===== src/assert_macros.svh =====
// Assertion macros shared by the tokenizer RTL.
// Each macro expects a clock named clk and a synchronous reset named rst in scope.
`ifndef ASSERT_MACROS_SVH
`define ASSERT_MACROS_SVH

// Property must hold at every clock edge outside reset.
`define ASSERT_AT_CLK(label, prop, msg) \
  label: assert property (@(posedge clk) disable iff (rst) prop) \
    else $error(msg);

// Expression must never be true at a clock edge outside reset.
`define ASSERT_NEVER_AT_CLK(label, expr, msg) \
  label: assert property (@(posedge clk) disable iff (rst) !(expr)) \
    else $error(msg);

`endif


===== src/sqlkt_pkg.sv =====
// Types, token codes, keyword table and byte classifiers for the SQL keyword tokenizer.
// No dependencies.
package sqlkt_pkg;

  localparam int KIND_W   = 6;
  localparam int START_W  = 16;
  localparam int LENGTH_W = 16;

  localparam logic [LENGTH_W-1:0] LEN_MAX = '1;

  // Token kinds
  localparam logic [KIND_W-1:0] KIND_IDENT         = 6'd0;
  localparam logic [KIND_W-1:0] KIND_NUMBER        = 6'd1;
  localparam logic [KIND_W-1:0] KIND_END           = 6'd2;
  localparam logic [KIND_W-1:0] KIND_ERROR         = 6'd3;
  localparam logic [KIND_W-1:0] KIND_SEMI          = 6'd4;
  localparam logic [KIND_W-1:0] KIND_COMMA         = 6'd5;
  localparam logic [KIND_W-1:0] KIND_STAR          = 6'd6;
  localparam logic [KIND_W-1:0] KIND_EQUAL         = 6'd7;
  localparam logic [KIND_W-1:0] KIND_LESS          = 6'd8;
  localparam logic [KIND_W-1:0] KIND_GREATER       = 6'd9;
  localparam logic [KIND_W-1:0] KIND_LPAREN        = 6'd10;
  localparam logic [KIND_W-1:0] KIND_RPAREN        = 6'd11;
  localparam logic [KIND_W-1:0] KIND_QUOTE         = 6'd12;
  localparam logic [KIND_W-1:0] KIND_FIRST_KEYWORD = 6'd13;

  localparam int KEYWORD_COUNT = 20;
  localparam int KW_TEXT_W     = 48;

  // Keyword spellings, lowercase, first character in the low byte, zero padded.
  localparam logic [KW_TEXT_W-1:0] KW_TEXT [KEYWORD_COUNT] = '{
    48'h7463_656c_6573,  // select
    48'h0000_0074_6573,  // set
    48'h0000_6d6f_7266,  // from
    48'h0065_7265_6877,  // where
    48'h0000_0064_6e61,  // and
    48'h0072_6574_6c61,  // alter
    48'h0000_0064_6461,  // add
    48'h0000_0063_7361,  // asc
    48'h0070_756f_7267,  // group
    48'h676e_6976_6168,  // having
    48'h0072_6564_726f,  // order
    48'h0000_0000_7962,  // by
    48'h0000_6373_6564,  // desc
    48'h6574_656c_6564,  // delete
    48'h6574_6165_7263,  // create
    48'h0065_6c62_6174,  // table
    48'h7472_6573_6e69,  // insert
    48'h0000_6f74_6e69,  // into
    48'h7365_756c_6176,  // values
    48'h6574_6164_7075   // update
  };

  localparam logic [2:0] KW_LEN [KEYWORD_COUNT] = '{
    3'd6, 3'd3, 3'd4, 3'd5, 3'd3, 3'd5, 3'd3, 3'd3, 3'd5, 3'd6,
    3'd5, 3'd2, 3'd4, 3'd6, 3'd6, 3'd5, 3'd6, 3'd4, 3'd6, 3'd6
  };

  // Output queue
  localparam int FIFO_DEPTH = 4;
  localparam int PTR_BITS   = $clog2(FIFO_DEPTH);
  localparam int COUNT_BITS = $clog2(FIFO_DEPTH + 1);

  typedef enum logic [1:0] {
    MODE_IDLE   = 2'd0,
    MODE_IDENT  = 2'd1,
    MODE_NUMBER = 2'd2
  } mode_t;

  typedef struct packed {
    logic [KIND_W-1:0]   kind;
    logic [START_W-1:0]  start;
    logic [LENGTH_W-1:0] length;
    logic                last;
  } token_t;

  function automatic logic is_letter(input logic [7:0] b);
    return (b >= 8'h61 && b <= 8'h7a) || (b >= 8'h41 && b <= 8'h5a) ||
           (b == 8'h5f) || (b >= 8'hc0);
  endfunction

  function automatic logic is_digit(input logic [7:0] b);
    return b >= 8'h30 && b <= 8'h39;
  endfunction

  function automatic logic is_space(input logic [7:0] b);
    return b == 8'h20 || b == 8'h0d || b == 8'h0a || b == 8'h09;
  endfunction

  // Only ASCII A-Z fold.
  function automatic logic [7:0] fold(input logic [7:0] b);
    return (b >= 8'h41 && b <= 8'h5a) ? b + 8'h20 : b;
  endfunction

  function automatic logic [KIND_W-1:0] punct_kind(input logic [7:0] b);
    logic [KIND_W-1:0] k;
    unique case (b)
      8'h3b:   k = KIND_SEMI;
      8'h2c:   k = KIND_COMMA;
      8'h2a:   k = KIND_STAR;
      8'h3d:   k = KIND_EQUAL;
      8'h3c:   k = KIND_LESS;
      8'h3e:   k = KIND_GREATER;
      8'h28:   k = KIND_LPAREN;
      8'h29:   k = KIND_RPAREN;
      8'h27:   k = KIND_QUOTE;
      default: k = KIND_ERROR;
    endcase
    return k;
  endfunction

endpackage


===== src/sql_keyword_tokenizer.sv =====
// A token is written into the result queue when the byte that closes it is transferred.
// Throughput: one byte per cycle while in_ready is high; a byte that closes a token and makes another
// writes two queue entries, absorbed by a 4-entry result queue; input stalls when fewer than 2 are free.
// Reset (rst, synchronous): scanner idle, position and start zero, result queue empty.
// Depends on sqlkt_pkg and assert_macros.svh.
`include "assert_macros.svh"

module sql_keyword_tokenizer
  import sqlkt_pkg::*;
#(
  parameter int POS_BITS          = 16,
  parameter int KEYWORD_MAX_CHARS = 6
) (
  input  logic                clk,
  input  logic                rst,
  input  logic                in_valid,
  output logic                in_ready,
  input  logic [7:0]          char_byte,
  output logic                out_valid,
  input  logic                out_ready,
  output logic [KIND_W-1:0]   token_kind,
  output logic [START_W-1:0]  token_offset,
  output logic [LENGTH_W-1:0] token_length,
  output logic                last_of_run
);

  localparam int KW_BITS = 8 * KEYWORD_MAX_CHARS;

  // Scanner state
  mode_t                scan_mode, scan_mode_next;
  logic [POS_BITS-1:0]  token_start_pos, token_start_pos_next;
  logic [POS_BITS-1:0]  byte_position, byte_position_next;
  logic [LENGTH_W-1:0]  pending_length, pending_length_next;
  logic [KW_BITS-1:0]   keyword_chars, keyword_chars_next;

  // Result queue
  token_t               fifo_mem [FIFO_DEPTH];
  logic [PTR_BITS-1:0]  wr_ptr, wr_ptr_next;
  logic [PTR_BITS-1:0]  rd_ptr, rd_ptr_next;
  logic [COUNT_BITS-1:0] fifo_count, fifo_count_next;

  logic                 in_fire, out_fire;
  logic                 emit_a, emit_b;
  token_t               tok_a, tok_b, slot0;
  logic [KIND_W-1:0]    ident_kind;
  logic                 byte_letter, byte_digit;
  token_t               head;

  assign in_ready  = fifo_count <= COUNT_BITS'(FIFO_DEPTH - 2);
  assign out_valid = fifo_count != '0;
  assign in_fire   = in_valid && in_ready;
  assign out_fire  = out_valid && out_ready;

  assign byte_letter = is_letter(char_byte);
  assign byte_digit  = is_digit(char_byte);

  // Parallel keyword match on the pending identifier
  always_comb begin
    ident_kind = KIND_IDENT;
    for (int i = 0; i < KEYWORD_COUNT; i++) begin
      if (pending_length == LENGTH_W'(KW_LEN[i]) &&
          keyword_chars == KW_BITS'(KW_TEXT[i])) begin
        ident_kind = KIND_FIRST_KEYWORD + KIND_W'(i);
      end
    end
  end

  // Next scanner state and tokens for the byte being transferred
  always_comb begin
    scan_mode_next       = scan_mode;
    token_start_pos_next = token_start_pos;
    byte_position_next   = byte_position;
    pending_length_next  = pending_length;
    keyword_chars_next   = keyword_chars;
    emit_a               = 1'b0;
    emit_b               = 1'b0;
    tok_a.kind           = (scan_mode == MODE_IDENT) ? ident_kind : KIND_NUMBER;
    tok_a.start          = START_W'(token_start_pos);
    tok_a.length         = pending_length;
    tok_b.kind           = punct_kind(char_byte);
    tok_b.start          = START_W'(byte_position);
    tok_b.length         = LENGTH_W'(1);
    tok_b.last           = 1'b1;

    if (in_fire) begin
      if ((scan_mode == MODE_IDENT && (byte_letter || byte_digit)) ||
          (scan_mode == MODE_NUMBER && byte_digit)) begin
        if (scan_mode == MODE_IDENT) begin
          for (int j = 0; j < KEYWORD_MAX_CHARS; j++) begin
            if (pending_length == LENGTH_W'(j)) begin
              keyword_chars_next[8*j +: 8] = fold(char_byte);
            end
          end
        end
        if (pending_length != LEN_MAX) begin
          pending_length_next = pending_length + LENGTH_W'(1);
        end
        byte_position_next = byte_position + POS_BITS'(1);
      end else begin
        // pending token closes; the unused mode code acts as idle
        emit_a              = (scan_mode == MODE_IDENT) || (scan_mode == MODE_NUMBER);
        scan_mode_next      = MODE_IDLE;
        pending_length_next = '0;
        keyword_chars_next  = '0;
        if (char_byte == 8'h00) begin
          emit_b               = 1'b1;
          tok_b.kind           = KIND_END;
          tok_b.length         = '0;
          byte_position_next   = '0;
          token_start_pos_next = '0;
        end else begin
          if (is_space(char_byte)) begin
            // skipped
          end else if (byte_letter) begin
            scan_mode_next       = MODE_IDENT;
            token_start_pos_next = byte_position;
            pending_length_next  = LENGTH_W'(1);
            keyword_chars_next   = KW_BITS'(fold(char_byte));
          end else if (byte_digit) begin
            scan_mode_next       = MODE_NUMBER;
            token_start_pos_next = byte_position;
            pending_length_next  = LENGTH_W'(1);
          end else begin
            emit_b               = 1'b1;
            token_start_pos_next = byte_position;
          end
          byte_position_next = byte_position + POS_BITS'(1);
        end
      end
    end
    tok_a.last = !emit_b;
  end

  // Queue bookkeeping
  always_comb begin
    slot0           = emit_a ? tok_a : tok_b;
    wr_ptr_next     = wr_ptr + PTR_BITS'(emit_a) + PTR_BITS'(emit_b);
    rd_ptr_next     = out_fire ? rd_ptr + PTR_BITS'(1) : rd_ptr;
    fifo_count_next = fifo_count + COUNT_BITS'(emit_a) + COUNT_BITS'(emit_b)
                      - COUNT_BITS'(out_fire);
  end

  always_ff @(posedge clk) begin
    if (rst) begin
      scan_mode       <= MODE_IDLE;
      token_start_pos <= '0;
      byte_position   <= '0;
      pending_length  <= '0;
      keyword_chars   <= '0;
      wr_ptr          <= '0;
      rd_ptr          <= '0;
      fifo_count      <= '0;
    end else begin
      scan_mode       <= scan_mode_next;
      token_start_pos <= token_start_pos_next;
      byte_position   <= byte_position_next;
      pending_length  <= pending_length_next;
      keyword_chars   <= keyword_chars_next;
      wr_ptr          <= wr_ptr_next;
      rd_ptr          <= rd_ptr_next;
      fifo_count      <= fifo_count_next;
    end
  end

  always_ff @(posedge clk) begin
    if (emit_a || emit_b) begin
      fifo_mem[wr_ptr] <= slot0;
    end
    if (emit_a && emit_b) begin
      fifo_mem[wr_ptr + PTR_BITS'(1)] <= tok_b;
    end
  end

  assign head         = fifo_mem[rd_ptr];
  assign token_kind   = head.kind;
  assign token_offset = head.start;
  assign token_length = head.length;
  assign last_of_run  = head.last;

  `ASSERT_AT_CLK(a_fifo_bound, fifo_count <= COUNT_BITS'(FIFO_DEPTH), "result queue overflow")
  `ASSERT_AT_CLK(a_mode_len, (scan_mode == MODE_IDLE) == (pending_length == '0),
                 "mode and length disagree")
  `ASSERT_AT_CLK(a_nul_reset, in_fire && char_byte == 8'h00 |=> byte_position == '0,
                 "position not cleared after end of string")
  `ASSERT_NEVER_AT_CLK(a_no_mode3,
                       scan_mode != MODE_IDLE && scan_mode != MODE_IDENT &&
                       scan_mode != MODE_NUMBER && fifo_count == '0 && pending_length != '0,
                       "scanner in unused mode with pending token")

endmodule

===== config.mk =====
export PLATFORM = sky130hd
export DESIGN_NAME = sql_keyword_tokenizer
export DESIGN_NICKNAME = d
export VERILOG_FILES = /design/src/sqlkt_pkg.sv /design/src/sql_keyword_tokenizer.sv
export VERILOG_INCLUDE_DIRS = /design/src /design/src/src
export SDC_FILE = /design/constraint.sdc
export NUM_CORES = 1
export LEC_CHECK = 0
export BUFFER_PORTS_ARGS = -buffer_cell sky130_fd_sc_hd__buf_4
export CAP_MARGIN = 20
export CORE_ASPECT_RATIO = 0.7
export CORE_MARGIN = 2
export CORE_UTILIZATION = 35
export CTS_CLUSTER_DIAMETER = 30
export CTS_CLUSTER_SIZE = 30
export DETAILED_ROUTE_END_ITERATION = 7
export PLACE_DENSITY_LB_ADDON = 0.25
export SLEW_MARGIN = 15
export SYNTH_ARGS = -nofsm -noshare
export SYNTH_HDL_FRONTEND = slang
export SYNTH_SLANG_ARGS = --single-unit

===== constraint.sdc =====
create_clock -name clk -period 4.62 [get_ports clk]
set_input_delay 1.155 -clock clk [delete_from_list [all_inputs] [get_ports clk]]
set_output_delay 1.155 -clock clk [all_outputs]
set_load 0.02 [all_outputs]

# == Word level (Yosys, flattened, before mapping) ==
# Memory sizes are Yosys's and may differ from the RTL's. A register that Yosys moved wholly into a read port is not among the register bits.
# Cells that the tools add are included.
# W data, S select, Z words.
# totals
mem_bits_rw,156
reg_bits,105
memories,1
wordCells,205
# memory_table
memory,words,word_bits,rd,rd_clocked_by_memory_dff,write_ports,line,text
fifo_mem,4,39,1,1,2,sql_keyword_tokenizer.sv:37,token_t fifo_mem [FIFO_DEPTH];
# classes
n_reduce_logical,51
bitwise,1
n_lt_le_gt_ge,8
mux,69
n_eq_ne,52
n_addsub,10
# op_table
operator,n
$eq A48 B47 Y1 const B,7
$eq A48 B39 Y1 const B,5
$eq A48 B23 Y1 const B,4
$eq A48 B31 Y1 const B,3
$mux W6,23
$mux W16,6
$mux W48,2
$eq A8 B6 Y1 const B,10
$mux W8,10
$eq A16 B3 Y1 const B,3
$eq A48 B15 Y1 const B,1
$mux W39,1
$pmux W4 S9,1
$add A16 B1 Y16 const B,2
$eq A16 B2 Y1 const B,2
$logic_and A1 B1 Y1,28
$eq A8 B4 Y1 const B,3
$reduce_and A3 Y1,7
$mux W1,19
$eq A16 B1 Y1 const B,1
$ge A8 B7 Y1 const B,2
$le A8 B7 Y1 const B,2
$logic_not A16 Y1,1
$ne A16 B16 Y1 const B,1
22 further kinds,47

# == Longest topological paths before layout ==
# logic_depth
ltp_word,24
depth_mapped,14
ltp_nobuf,13

# == Worst setup path before layout ==
# Ideal clock, no wire load.
# synth_timing
path_kind,input to register
start,input char_byte[5]
end,register fifo_count[1]
setup_ns,0.125
slack_ns,0.705
cell_stages,13
arrival_time_ns,3.789
path_cell_list,inv_1 > ha_1 > nor4bb_1 > and3b_1 > o22a_4 > or3_1 > buf_6 > nor3_4 > inv_2 > fa_1 > inv_1 > fa_1 > nor2b_1
# synth_via
elab_chain_len,13
# synth_rtl
item,line,text
start: declaration,sql_keyword_tokenizer.sv:18,"input logic [7:0] char_byte,"
$ge A8 B7 Y1 / $le A8 B7 Y1 (equally long branches),sqlkt_pkg.sv:78,return (b >= 8'h61 && b <= 8'h7a) || (b >= 8'h41 && b <= 8'h5a) ||
$logic_and A1 B1 Y1,sqlkt_pkg.sv:78,
$logic_or A1 B1 Y1 (2 in series),sqlkt_pkg.sv:78,
$logic_or A1 B1 Y1,sqlkt_pkg.sv:79,(b == 8'h5f) || (b >= 8'hc0);
$logic_or A1 B1 Y1,sql_keyword_tokenizer.sv:86,if ((scan_mode == MODE_IDENT && (byte_letter || byte_digit)) ||
$logic_and A1 B1 Y1,sql_keyword_tokenizer.sv:86,
$logic_or A1 B1 Y1,sql_keyword_tokenizer.sv:86,
$mux W1,sql_keyword_tokenizer.sv:86,
$mux W1,sql_keyword_tokenizer.sv:85,if (in_fire) begin
$add A3 B1 Y3,sql_keyword_tokenizer.sv:139,fifo_count_next = fifo_count + COUNT_BITS'(emit_a) + COUNT_BITS'(emit_b)
$add A3 B1 Y3 *,sql_keyword_tokenizer.sv:139,
$sub A3 B1 Y3 *,sql_keyword_tokenizer.sv:140,- COUNT_BITS'(out_fire);
named net fifo_count_next[1],sql_keyword_tokenizer.sv:40,"logic [COUNT_BITS-1:0] fifo_count, fifo_count_next;"
end signal: assignment,sql_keyword_tokenizer.sv:161,fifo_count <= fifo_count_next;
end: declaration,sql_keyword_tokenizer.sv:40,
# The timed path passes the listed nets; every way through them passes the cells marked *.
# A chain may end at the register's enable or synchronous reset.

==> flow_summary.toml <==
[setup_path]
worst-path-buf-inv = 1
crit_family = "simple AND/OR/NAND/NOR gates"
critPathLaunchType = "register"
reg2reg_depth = 9
cp_max_fo = 7
worst_ep_arrival_time_ps = 3990
crit-reg2reg-launch = "pending_length[0]"
crit_path_top_delay_cell = "nor4_1"
end_kind = "register"
crit_path_cell_trace = "inv_1, ha_1, nor4bb_1, and4_1, nand3_1, nor4_1, nor3_2, o211ai_1, o211ai_1"
crit_top_cell = "o211ai_1"
reg2reg_slack_ps = 910
cp.depth = 9
r2r-end = "fifo_mem[1][36]"
cp.required_ps = 4890
crit_end = "fifo_mem[1][36]"
worst_path_largest_cell_delay_ps = 730
critical_path_class = "reg2reg"
worstSetupStartpoint = "pending_length[0]"

[global_route]
grt_pass1_wl_um = 73500
grt_use_total = 0.237
grt_overflow = 0
grt_max_degree = 73
grt_pass1_vias = 11300
antenna_found_initial = 0

[sta]
max_slew.worst_pin.slew_ps = 1100
timing.fmax_mhz = 269
hold_viol_final = 0
min_period_ps = 3710
setup_violations = 0
skew_ps = 23.5
max-slew-margin-rel = 0.268
rsz0062_at_grt = "no"
min_period_over_period = 0.804
setup_tns_ps = 0
drv_slew = 0

[logic_synthesis]
async_reset_ff_frac = 0
synth_top_area_frac = 0.261
synth_compound_area_frac = 0.166
synth_fa_ha_area_frac = 0.0144
synth_area_leaders = "dfxtp_1 26%, edfxtp_1 18%, a22o_1 7.8%, mux4_2 6.4%, nand2_1 2.9%"
synth.most_common_cell = "dfxtp_1"
synth_cell_types = 80
synthTopCellsByCount = "179 x dfxtp_1, 122 x a22o_1, 106 x nand2_1"
avgSynthCellArea_um2 = 10.1
yosys.area.top_type = "dfxtp_1"
synthMuxAreaShare = 0.0886
synth_top_family_by_area = "simple AND/OR/NAND/NOR gates"
netlist_instances = 1365
synth-edff-count = 84
synthFlopType = "dfxtp_1"
mappedNetlistNets = 1391
syn_area_um2 = 13700
synth-simple-area-share = 0.232
yosysSeqAreaShare = 0.444
ys_seq_elements = 263
synth-xor-area-share = 0.0140
yosys_warnings = 0

[final_layout]
finalNonFillerCells = 1974
final_area_um2 = 16500
nets = 1432
syn_to_final_growth_pct = 19.7
drive_above_1_share = 0.188
antenna_cells = 0

[clock_network]
worstSkewPairLatency_ps = 570
cts_root_buffer = "clkbuf_16"
cts.repair.resized = 0
cts.clk_slew.worst_paths_ps = 50
htreeDepth = 2
cts_made_buffers = 50
hold_buffers = 0
cts_tree = "built"
clock-sinks = 263
clockBufferDepth = 3
post_cts_buffers = 0

[route]
first_iter_violations = 1264
first_pass_iters = 6
num_vias = 12000
wire_per_inst_um = 24.3
routed_wl_um = 48000
ant_nets = 0
drc = 0
viasPerCell = 6.08

[placed_design]
dpl.hpwl_um = 33300
place_congestion = 0.939
port_buffers = 52
dpl_cell_area_um2 = 14700
dp_cells = 1881

[floorplanning]
die_y_um = 170
io_pins = 53
core_area_um2 = 38600
rows = 60
die_w_um = 241
die_area_um2 = 40900
start_util = 0.356

[hold_path]
hp-class = "reg2reg"

[job]
drv_cap = 0

[power_and_ir_drop]
p_leak_nw = 5.78
ir_drop_mv = 0.287
power.density_nw_per_um2 = 495

[outcome]
status = "complete, no violations"
-- cells in the final DEF (no fill, tap or decap), drive strengths merged, types with 17 or more instances in the layout --
cell    netlist  layout
a21oi        56      56
a22o        122     122
and3         21      21
buf          37      95
clkbuf       69      64
dfxtp       179     179
edfxtp       84      84
inv          31      36
mux2i        34      34
mux4         39      39
nand2       106     106
nand3        51      51
nand4        45      45
nor2         95      95
nor3         44      44
nor4         37      37
nor4bb       17      17
o21ai        39      39
or3          17      17
-- sequential cells by signal, summed over array words and instances (netlist names), named ones only --
name             count
fifo_mem           156
fifo_count           3
byte_position       16
scan_mode            2
token_start_pos     16
wr_ptr               2
keyword_chars       48
rd_ptr               2
pending_length      16
-- final cells by class --
type,instances,area (um2)
fill,3717,22100
timing repair buffer,95,726
clock buffer,64,1400
multi-input combinational,965,7120
sequential,263,6110
inverter,31,116
clock inverter,29,328
tap,527,659
-- tightest hold or removal path: stages, from the launching register on --
cell and delay, ps:
dfxtp_1 310, inv_1 50, a21oi_1 50
-- where the power goes --
group	switching, W	internal, W
sequential	0.000172	0.00257
combinational	0.00110	0.000642
clock	0.00129	0.00239
total	0.00256	0.00560
-- cells by family after synthesis --
kind of cell             count (synthesis)
AO/OA/AOI/OAI                          300
XOR/XNOR                                22
adder cells (fa/ha/maj)                 14
buffers and inverters                  137
flip-flops                             263
multiplexers                            73
AND/OR/NAND/NOR                        556
-- through the flow --
step | util | total power, W | setup WS [ps] | hold WS, ps
after floorplan | - | 0.00381 | 705 | 420
after global placement | 0.382 | 0.00449 | 555 | 435
after detailed placement | 0.382 | 0.00450 | 542 | 441
after CTS | 0.427 | 0.00818 | 913 | 446
after global routing | 0.427 | 0.00845 | 779 | 460
final | 0.427 | 0.00816 | 905 | 450
-- worst min path at each step --
stage                   startpoint  cells past startpoint             end  slack, ps
global route        fifo_mem[0][0]                      2  fifo_mem[0][0]        460
detailed placement  fifo_mem[0][0]                      2  fifo_mem[0][0]        440
floorplan           fifo_mem[2][0]                      2  fifo_mem[2][0]        420
CTS                 fifo_mem[0][0]                      2  fifo_mem[0][0]        450
global placement    fifo_mem[0][0]                      2  fifo_mem[0][0]        440
finish              fifo_mem[0][0]                      2  fifo_mem[0][0]        450
-- metal layers --
layer | wire length [um] | global-route usage | vias to the layer above
met5 | 0 | 0 | -
li1 | - | - | 5348
met3 | 5120 | 0.0594 | 56
met1 | 24100 | 0.389 | 5976
met4 | 590 | 0.0499 | 0
met2 | 18200 | 0.302 | 615
Power figures use the tool's default switching activity.
